[config.mk]
export PLATFORM = sky130hd
export DESIGN_NAME = sorted_key_table_insert_remove
export DESIGN_NICKNAME = d
export VERILOG_FILES = /design/src/sv/skt_pkg.sv /design/src/sv/sorted_key_table_insert_remove.sv /design/src/sv/skt_cell.sv
export SDC_FILE = /design/constraint.sdc
export NUM_CORES = 2
export LEC_CHECK = 0
export BUFFER_PORTS_ARGS = -buffer_cell sky130_fd_sc_hd__buf_2
export CORE_UTILIZATION = 63
export DETAILED_ROUTE_END_ITERATION = 10
export PLACE_DENSITY = 0.92
export SLEW_MARGIN = 20
export SYNTH_ARGS = -nofsm -noshare
export SYNTH_HDL_FRONTEND = slang
export SYNTH_SLANG_ARGS = --single-unit
[constraint.sdc]
create_clock -name i_clk -period 6.05 [get_ports i_clk]
set_clock_uncertainty 0.2 [all_clocks]
set_input_delay 0.3025 -clock i_clk [delete_from_list [all_inputs] [get_ports i_clk]]
set_output_delay 0.3025 -clock i_clk [all_outputs]
set_load 0.005 [all_outputs]
[src/sv/skt_pkg.sv]
`timescale 1ns / 1ps

package skt_pkg;

    localparam int KEY_W    = 16;
    localparam int ID_W     = 16;
    localparam int STATUS_W = 3;
    localparam int POS_W    = 4;
    localparam int COUNT_W  = 5;

    // operation codes
    localparam logic MODE_INSERT = 1'b0;
    localparam logic MODE_REMOVE = 1'b1;

    // result status codes
    localparam logic [STATUS_W-1:0] ST_INSERTED  = 3'd0;
    localparam logic [STATUS_W-1:0] ST_DUPLICATE = 3'd1;
    localparam logic [STATUS_W-1:0] ST_FULL      = 3'd2;
    localparam logic [STATUS_W-1:0] ST_REMOVED   = 3'd3;
    localparam logic [STATUS_W-1:0] ST_NOTFOUND  = 3'd4;

    typedef struct packed {
        logic            mode;
        logic [ID_W-1:0] entry_id;
        logic [KEY_W-1:0] sort_key;
    } t_in_item;

    typedef struct packed {
        logic [STATUS_W-1:0] status;
        logic [POS_W-1:0]    position;
        logic [COUNT_W-1:0]  entry_count;
    } t_out_item;

    typedef struct packed {
        logic [ID_W-1:0]  entry_id;
        logic [KEY_W-1:0] sort_key;
    } t_entry;

    // per-cell compare results
    typedef struct packed {
        logic match;
        logic le;
    } t_cell_flags;

    // broadcast commit strobes
    typedef struct packed {
        logic ins;
        logic rem;
    } t_cell_ctl;

endpackage

[src/sv/sorted_key_table_insert_remove.sv]
`timescale 1ns / 1ps

// sorted key table: CAPACITY cells in a row, each holding one (entry_id, sort_key)
// entry, kept in ascending key order with equal keys in arrival order. an insert
// transfer is rejected as duplicate if its id is stored (even when the table is
// full), else as full; otherwise it lands after every entry with key <= its key.
// a remove transfer deletes the matching id and closes the gap, or reports not
// found. each input transfer gives exactly one output transfer: status, position
// touched (0 when rejected) and the entry count afterwards; position and count are
// reported in 4 and 5 bits. an item passes the accept edge, a compare state in
// which every cell compares its entry against the item and registers its flags,
// and an apply state in which all cells shift toward or away from the slot at once.
// no new item is taken while one is in flight; the next is taken the cycle after
// that shift. a result that waits in the output register does not block the next
// input transfer, only the following shift.
module sorted_key_table_insert_remove #(
    parameter int CAPACITY = 16
) (
    input  logic               i_clk,
    input  logic               i_rst_n,
    input  logic               i_in_valid,
    output logic               o_in_stall,
    input  skt_pkg::t_in_item  i_in_data,
    output logic               o_out_valid,
    input  logic               i_out_stall,
    output skt_pkg::t_out_item o_out_data
);
    import skt_pkg::*;

    localparam int IW = (CAPACITY > 1) ? $clog2(CAPACITY) : 1;
    localparam int CW = $clog2(CAPACITY + 1);
    localparam logic [CW-1:0] CAP_CNT = CW'(CAPACITY);

    // one-hot sequencer
    typedef enum logic [2:0] {
        S_IDLE  = 3'b001,
        S_CMP   = 3'b010,
        S_APPLY = 3'b100
    } t_state;

    t_state    r_state;
    t_state    n_state;
    t_in_item  r_item;
    logic [CW-1:0] r_count;
    logic [CW-1:0] n_count;
    logic      r_out_valid;
    t_out_item r_out_data;

    t_entry      w_new;
    t_entry      w_entry [CAPACITY];
    t_cell_flags w_flags [CAPACITY];
    logic        w_hit   [CAPACITY+1];
    logic        w_cell_valid [CAPACITY];
    t_cell_ctl   w_ctl;

    logic          apply_go;
    logic          found;
    logic          is_full;
    logic          prev_le;
    logic [IW-1:0] ins_enc;
    logic [IW-1:0] rem_enc;
    t_out_item     n_result;

    assign w_new.entry_id = r_item.entry_id;
    assign w_new.sort_key = r_item.sort_key;
    assign w_hit[0]       = 1'b0;

    // the cell row
    for (genvar g = 0; g < CAPACITY; g++) begin : g_cell
        t_entry left_entry;
        t_entry right_entry;
        logic   left_le;

        assign w_cell_valid[g] = (CW'(g) < r_count);

        if (g == 0) begin : g_first
            assign left_entry = w_new;
            assign left_le    = 1'b1;
        end else begin : g_mid
            assign left_entry = w_entry[g-1];
            assign left_le    = w_flags[g-1].le;
        end

        if (g == CAPACITY - 1) begin : g_last
            assign right_entry = w_entry[g];
        end else begin : g_inner
            assign right_entry = w_entry[g+1];
        end

        skt_cell u_cell (
            .i_clk        (i_clk),
            .i_valid      (w_cell_valid[g]),
            .i_new        (w_new),
            .i_ctl        (w_ctl),
            .i_left_entry (left_entry),
            .i_right_entry(right_entry),
            .i_left_le    (left_le),
            .i_hit_in     (w_hit[g]),
            .o_entry      (w_entry[g]),
            .o_flags      (w_flags[g]),
            .o_hit_out    (w_hit[g+1])
        );
    end

    // slot of an insert: first cell whose key is above the new one (or first empty);
    // slot of a remove: the single matching cell
    always_comb begin
        ins_enc = '0;
        rem_enc = '0;
        prev_le = 1'b1;
        for (int i = 0; i < CAPACITY; i++) begin
            if (prev_le && !w_flags[i].le) begin
                ins_enc = ins_enc | IW'(i);
            end
            if (w_flags[i].match) begin
                rem_enc = rem_enc | IW'(i);
            end
            prev_le = w_flags[i].le;
        end
    end

    assign found    = w_hit[CAPACITY];
    assign is_full  = (r_count == CAP_CNT);
    // the shift waits until the output register can take the result
    assign apply_go = (r_state == S_APPLY) && (!r_out_valid || !i_out_stall);

    always_comb begin
        w_ctl    = '0;
        n_count  = r_count;
        n_result = '0;
        if (r_item.mode == MODE_INSERT) begin
            if (found) begin
                n_result.status = ST_DUPLICATE;
            end else if (is_full) begin
                n_result.status = ST_FULL;
            end else begin
                n_result.status   = ST_INSERTED;
                n_result.position = POS_W'(ins_enc);
                n_count           = r_count + 1'b1;
                w_ctl.ins         = apply_go;
            end
        end else begin
            if (found) begin
                n_result.status   = ST_REMOVED;
                n_result.position = POS_W'(rem_enc);
                n_count           = r_count - 1'b1;
                w_ctl.rem         = apply_go;
            end else begin
                n_result.status = ST_NOTFOUND;
            end
        end
        n_result.entry_count = COUNT_W'(n_count);
    end

    always_comb begin
        n_state = r_state;
        case (r_state)
            S_IDLE: begin
                if (i_in_valid) begin
                    n_state = S_CMP;
                end
            end
            S_CMP: begin
                n_state = S_APPLY;
            end
            S_APPLY: begin
                if (apply_go) begin
                    n_state = S_IDLE;
                end
            end
            default: begin
                n_state = S_IDLE;
            end
        endcase
    end

    always_ff @(posedge i_clk) begin
        if (!i_rst_n) begin
            r_state     <= S_IDLE;
            r_count     <= '0;
            r_out_valid <= 1'b0;
        end else begin
            r_state <= n_state;
            if (apply_go) begin
                r_count     <= n_count;
                r_out_valid <= 1'b1;
            end else if (!i_out_stall) begin
                r_out_valid <= 1'b0;
            end
        end
    end

    // item and result payload
    always_ff @(posedge i_clk) begin
        if ((r_state == S_IDLE) && i_in_valid) begin
            r_item <= i_in_data;
        end
        if (apply_go) begin
            r_out_data <= n_result;
        end
    end

    assign o_in_stall  = (r_state != S_IDLE);
    assign o_out_valid = r_out_valid;
    assign o_out_data  = r_out_data;

endmodule

[src/sv/skt_cell.sv]
`timescale 1ns / 1ps

module skt_cell (
    input  logic                 i_clk,
    input  logic                 i_valid,
    input  skt_pkg::t_entry      i_new,
    input  skt_pkg::t_cell_ctl   i_ctl,
    input  skt_pkg::t_entry      i_left_entry,
    input  skt_pkg::t_entry      i_right_entry,
    input  logic                 i_left_le,
    input  logic                 i_hit_in,
    output skt_pkg::t_entry      o_entry,
    output skt_pkg::t_cell_flags o_flags,
    output logic                 o_hit_out
);
    import skt_pkg::*;

    t_entry      r_entry;
    t_entry      n_entry;
    t_cell_flags r_flags;
    t_cell_flags n_flags;

    always_comb begin
        n_flags.match = i_valid && (r_entry.entry_id == i_new.entry_id);
        n_flags.le    = i_valid && (r_entry.sort_key <= i_new.sort_key);
    end

    // insert: cells past the slot take the left neighbor, the slot takes the new entry
    // remove: the hit cell and all to its right take the right neighbor
    always_comb begin
        n_entry = r_entry;
        if (i_ctl.ins && !r_flags.le) begin
            n_entry = i_left_le ? i_new : i_left_entry;
        end
        if (i_ctl.rem && (i_hit_in || r_flags.match)) begin
            n_entry = i_right_entry;
        end
    end

    always_ff @(posedge i_clk) begin
        r_flags <= n_flags;
        r_entry <= n_entry;
    end

    assign o_entry   = r_entry;
    assign o_flags   = r_flags;
    assign o_hit_out = i_hit_in || r_flags.match;

endmodule
== Yosys cells after proc, flatten, opt, wreduce, memory -nomap -nowiden ==
Index checks and enable logic that the tools add are counted.

* Latch bits: 0
* Word-level logic and storage cells: 360
* Memories: 0
* Register bits: 598
* ROM bits: 0
* Bits of input ports: 37
* RAM bits: 0
* Output and inout port bits: 14

* Mux-type cells: 96
* $mul: 0
* Shifts and indexed selects: 0
* Add/sub/neg operators: 2
* Reductions and logical operators: 132
* $lt $le $gt $ge: 32
* Bitwise operators: 1
* Divide/modulo/power cells: 0
* Eq/ne operators: 24

{| class="wikitable"
|+ Operators with widths
! operator !! count
|-
| $mux W32 || 45
|-
| $eq A16 B16 Y1 || 16
|-
| $le A16 B16 Y1 || 16
|-
| $logic_and A1 B1 Y1 || 81
|-
| $mux W4 || 19
|-
| $lt A4 B5 Y1 const A || 8
|-
| $mux W3 || 12
|-
| $reduce_bool A2 Y1 || 15
|-
| $lt A3 B5 Y1 const A || 4
|-
| $mux W5 || 4
|-
| $logic_not A1 Y1 || 18
|-
| $logic_or A1 B1 Y1 || 16
|-
| $lt A1 B5 Y1 const A || 2
|-
| $lt A2 B5 Y1 const A || 2
|-
| $mux W2 || 5
|-
| $mux W1 || 9
|-
| $pmux W3 S3 || 1
|-
| $mux W7 || 1
|-
| $add A5 B1 Y5 const B || 1
|-
| $eq A5 B5 Y1 const B || 1
|-
| $sub A5 B1 Y5 const B || 1
|-
| $ne A2 B2 Y1 const B || 2
|-
| $reduce_and A2 Y1 || 2
|-
| $eq A3 B1 Y1 const B || 1
|-
| other kinds (5) || 5
|}

== Longest topological paths before layout ==
* Depth after elaboration: 20
* Depth in mapped cells: 9
* Gate-level depth less buffers: 7

== Modules after synthesis ==
From an unflattened synthesis, not the netlist that was laid out.

* Cells, all modules: 3780
* Area, all modules: 39013.7 um^2

{| class="wikitable"
|+ Modules (own cells, without submodules)
! module !! cells each !! area an instance (um^2) !! instances !! seq. area each (um^2)
|-
| skt_cell (g_cell[0].u_cell ...) || 224 || 2289.7 || 13 || 1001.0
|-
| skt_cell (g_cell[7].u_cell ...) || 224 || 2287.2 || 3 || 1001.0
|-
| sorted_key_table_insert_remove || 196 || 2386.0 || 1 || 1531.5
|}

== Worst setup path after synthesis ==
Ideal clock, no wire load.

* Path kind: reg2reg
* Start point: register r_count[1]
* End point: register g_cell[11].u_cell.r_entry (netlist bit g_cell[11].u_cell.o_entry[0]) (enable)
* Path buffers: 1
* Stages on the path, launching flop included: 8
* Setup slack: 1.562 ns
* Clock period less this slack: 4.488 ns
* Library setup time: 0.466 ns
* Data arrival time: 3.822 ns
* Path through: dfxtp_1 clkbuf_1 inv_1 ha_1 nor4bb_1 nor2_1 nand4_1 o21ai_0

* Word-level cells in the longest chain between the ends: 6

{| class="wikitable"
|+ RTL lines
! what !! line !! RTL
|-
| start, declared || sorted_key_table_insert_remove.sv:44 || <nowiki>logic [CW-1:0] r_count;</nowiki>
|-
| start signal, assigned || sorted_key_table_insert_remove.sv:185 || <nowiki>r_count <= n_count;</nowiki>
|-
| $eq A5 B5 Y1 || sorted_key_table_insert_remove.sv:123 || <nowiki>assign is_full = (r_count == CAP_CNT);</nowiki>
|-
| $mux W1 || sorted_key_table_insert_remove.sv:134 || <nowiki>end else if (is_full) begin</nowiki>
|-
| $mux W1 || sorted_key_table_insert_remove.sv:132 || <nowiki>if (found) begin</nowiki>
|-
| $mux W1 || sorted_key_table_insert_remove.sv:131 || <nowiki>if (r_item.mode == MODE_INSERT) begin</nowiki>
|-
| $logic_and A1 B1 Y1 || skt_cell.sv:32 || <nowiki>if (i_ctl.ins && !r_flags.le) begin</nowiki>
|-
| $reduce_bool A2 Y1 (no line) || - ||
|-
| end signal, assigned || skt_cell.sv:42 || <nowiki>r_entry <= n_entry;</nowiki>
|-
| end, declared || skt_cell.sv:18 || <nowiki>t_entry r_entry;</nowiki>
|}

Every way passes these cells.
A chain may end at the register's enable or synchronous reset.

== Worst setup path in the final report ==
* Start point: register r_item[32] in the netlist's numbering
* End point: register g_cell[0].u_cell.r_entry (netlist bit g_cell[0].u_cell.o_entry[1]) (enable)

* Word-level cells in the longest chain between the ends: 3
* Elaborated cells on any way between the ends: 5

{| class="wikitable"
|+ RTL lines
! what !! line !! RTL
|-
| start, declared || sorted_key_table_insert_remove.sv:43 || <nowiki>t_in_item r_item;</nowiki>
|-
| start signal, assigned || sorted_key_table_insert_remove.sv:196 || <nowiki>r_item <= i_in_data;</nowiki>
|-
| $mux W1 || sorted_key_table_insert_remove.sv:131 ||
|-
| $logic_and A1 B1 Y1 (on tied branches) || skt_cell.sv:35, skt_cell.sv:32 ||
|-
| $reduce_bool A2 Y1 (no line) * || - ||
|-
| end signal, assigned || skt_cell.sv:42 ||
|-
| end, declared || skt_cell.sv:18 ||
|}

Every way passes the cells marked *; elsewhere a longest branch is shown, timed or not.

==> flow_summary.toml <==
[power_and_ir_drop]
power_switching_uw = 2150
swShare_pct = 23.2
vdd_drop_max_uv = 276
power_frac_comb_pct = 6.3
pwr_density_cell_mw_per_mm2 = 228
p_leak_uw = 0.0137
power.share.clock_pct = 44.8
sequential_cell_fraction_of_total_power_pct = 48.9
power_report.internal_total_uw = 7130

[setup_path]
critPathRequiredTime_ns = 6.08
cp-end-kind = "flip-flop"
worst_path_largest_cell_delay_ns = 0.84
crit_type = "flip-flop to flip-flop"
cpMaxStageDelayCell = "o21ai_4"
worstPathCellList = "clkinv_1 -> nor3_2 -> buf_4 -> nand3_2 -> o21ai_4"
crit_fanout = 33
critical_path.startpoint_type = "flip-flop"
timing.critical_path.arrival_ns = 3.91

[clock_network]
clock_tree_root_buffer_cell = "clkbuf_16"
register_clock_pin_slew_on_the_reported_worst_setup_and_hold_paths_ns = 0.06
cts_made_buffers = 67
cts.sink_count = 598
cts_hold_buffers = 36
cts_setup_buffers = 0
clock_path_buffers = 3
cts_tree = "done"
clk-insertion-delay-late_ns = 0.64
cts_h_tree_lvls = 3
cts.repair.resized = 0

[global_route]
grt_start_max_net_pins = 66
gr-usage-all-layers_pct = 34.3
grt_first_pass_wirelength_um = 162000
overall_overflow_remaining_after_global_route = 0
first_global_vias = 29306
initial_antenna_violation_count = 3

[finish]
layout_commonest_cell = "edfxtp_1"
stdcell_count = 4264
syn_to_final_growth_pct = 9.46
layout.cells.most_common_list = "557 x edfxtp_1, 450 x mux2i_1, 384 x a21oi_1, 274 x nor2_1, 262 x nand2_1"
final_net_count = 3742
final_layout_size_suffix_gt1_share_pct = 8.95

[synthesis]
avgSynthCellArea_um2 = 10.7
yosysUniqueCellTypes = 63
mappedNetlistNets = 3792
synth_edf_count = 557
async_reset_ff_share_pct = 0
synthesized_instance_count = 3496
ys.flop_type = "edfxtp_1"
ys_warn_count = 0
synth-seq-area-share_pct = 47.1
yosys_register_bits = 598
mappedNetlistArea_mm2 = 0.0372

[sta]
final_count_of_negative_setup_slack_endpoints = 0
grt_setup_unrepaired = "no"
final_hold_viol_count = 0
timing.max_slew.rel_slack_pct = 23.6
final_max_slew_viol_count = 0
holdWs_ns = 0.189
setup-tns-final_ns = 0
maxClockFrequency_mhz = 258
min_period_over_period_pct = 64.2
tightest_pin_transition_ns = 1.14
time_the_final_worst_path_needs_with_i_o_delays_and_setup_ns = 3.88

[routing]
post_drt_via_cell_ratio = 6.91
wl_met3_um = 11900
first_drt_iteration_drcs = 3960
drc_errors = 0
routedWlPerCell_um = 24.5
routed-wl-met2_um = 48700
via_count = 29451
detail_route.first_pass.iterations = 8
wirelength_met1_um = 38400
routed_wirelength_um = 105000
drtAntennaViolNets = 0
top_layer_used = "met5"

[placed_design]
placed_cells = 4103
dp_hpwl_um = 70600
gp_congestion = 0.953
port_buffers = 50

[floorplan]
die_w_um = 245
die_h_um = 245
core_area_mm2 = 0.0580
initial_core_utilization_pct = 64.2
design.portCount = 51
rows = 88
die-area_mm2 = 0.0601

[run_status]
run_status = "finished, final reports clean"

[min_path]
holdCritPathClass = "input port to flip-flop"

[job]
drv.max_cap_violation_count = 0
path summary, 6_finish.rpt:
kind | startpoint | to | slack, ns | cells after the start
setup / recovery | r_item[32]$_DFFE_PP_ | g_cell[0].u_cell.o_entry[1]$_DFFE_PP_ | 2.17 | 5
hold / removal | i_in_data[10] | g_cell[0].left_entry[10]$_DFFE_PP_ | 0.19 | 2
setup reg to reg | r_item[32]$_DFFE_PP_ | g_cell[0].u_cell.o_entry[1]$_DFFE_PP_ | 2.17 | 5
hold reg to reg | r_state[0]$_SDFFE_PN1P_ | r_state[2]$_SDFFE_PN0P_ | 0.36 | 1
layer usage:
layer  GRT usage (%)  vias to the layer above
met1            43.9                    13927
met3            7.10                      450
met5           0.490                        -
li1                -                    12813
met2            54.8                     2257
met4            18.2                        4
synth_stat cells, types with 5 or more instances:
| library cell | number | share of area, % |
|---|---|---|
| edfxtp_1 | 557 | 45 |
| mux2i_1 | 450 | 12 |
| a21oi_1 | 387 | 5.2 |
| nor2_1 | 276 | 2.8 |
| nand2_1 | 264 | 2.7 |
| ha_1 | 259 | 8.7 |
| clkbuf_1 | 230 | 2.3 |
| o21ai_0 | 226 | 3.0 |
| xor2_1 | 197 | 4.6 |
| nand4_1 | 72 | 1.2 |
| xnor2_1 | 62 | 1.5 |
| mux2_2 | 53 | 1.6 |
| nor4_1 | 53 | 0.89 |
| nand3_1 | 50 | 0.67 |
| inv_1 | 43 | 0.43 |
| dfxtp_1 | 41 | 2.2 |
| nor3_1 | 32 | 0.43 |
| a211oi_1 | 30 | 0.60 |
| buf_1 | 28 | 0.28 |
| nor2b_1 | 18 | 0.30 |
| o211ai_1 | 16 | 0.32 |
| a21boi_0 | 13 | 0.26 |
| a21o_1 | 13 | 0.26 |
| o311a_1 | 11 | 0.30 |
| mux2_1 | 10 | 0.30 |
| and2_1 | 8 | 0.13 |
| nand2b_1 | 8 | 0.13 |
| o22ai_1 | 8 | 0.13 |
| a221oi_1 | 6 | 0.14 |
| a31oi_1 | 6 | 0.10 |
| buf_4 | 6 | 0.12 |
| o21ai_1 | 6 | 0.081 |
| and4_1 | 5 | 0.12 |
| buf_2 | 5 | 0.067 |
power groups by stage:
stage / clock (µW) / combinational (µW) / sequential, µW
after floorplan: 0 / 399 / 4580
after global placement: 0 / 504 / 4620
after detailed placement: 0 / 536 / 4620
after CTS: 4170 / 567 / 4540
after global routing: 4290 / 631 / 4540
final: 4160 / 586 / 4540
per-stage QoR:
stage               utilization [%]  setup WS (ns)  total power (µW)  area [µm²]
floorplan                         -           1.56              4980       37200
global placement               65.7           2.40              5120       38100
detailed placement             65.7           2.29              5160       38100
CTS                            70.1           2.25              9270       40700
global route                   70.2           2.06              9460       40800
finish                         70.2           2.17              9290       40800
sequential cells by signal, indices dropped and copies added (netlist names):
name                   count
r_item                     1
r_state                    3
o_out_valid                1
g_cell.left_entry         32
g_cell.u_cell.o_entry    512
o_out_data                12
r_count                    5
g_cell.u_cell.o_flags     32
critical path, delay by kind of cell, from the launching register on:
kind / cells / cell delay, ns
buf+inv: 2 / 0.69
simple gates: 2 / 1.10
compound gates: 1 / 0.84
flops: 1 / 0.62
cell type report:
| class | count | area, µm² |
|---|---|---|
| Antenna cell | 1 | 2.50 |
| Clock buffer | 104 | 1990 |
| Clock inverter | 17 | 184 |
| Fill cell | 3664 | 17300 |
| Inverter | 45 | 169 |
| Multi-Input combinational cell | 2584 | 18700 |
| Sequential cell | 598 | 17600 |
| Tap cell | 765 | 957 |
| Timing Repair Buffer | 150 | 1150 |
logic make-up (layout without fill, tap and decap cells):
| logic type | after synthesis | after routing | synth area share, % |
|---|---|---|---|
| xor+xnor | 259 | 259 | 6.09 |
| simple gates | 805 | 805 | 9.79 |
| compound gates | 748 | 748 | 11.1 |
| mux | 513 | 513 | 14.0 |
| fa+ha+maj | 259 | 259 | 8.70 |
| flops | 598 | 598 | 47.1 |
| other cells | 0 | 1 | 0 |
| buf+inv | 314 | 316 | 3.24 |
Power figures use the tool's default switching activity.
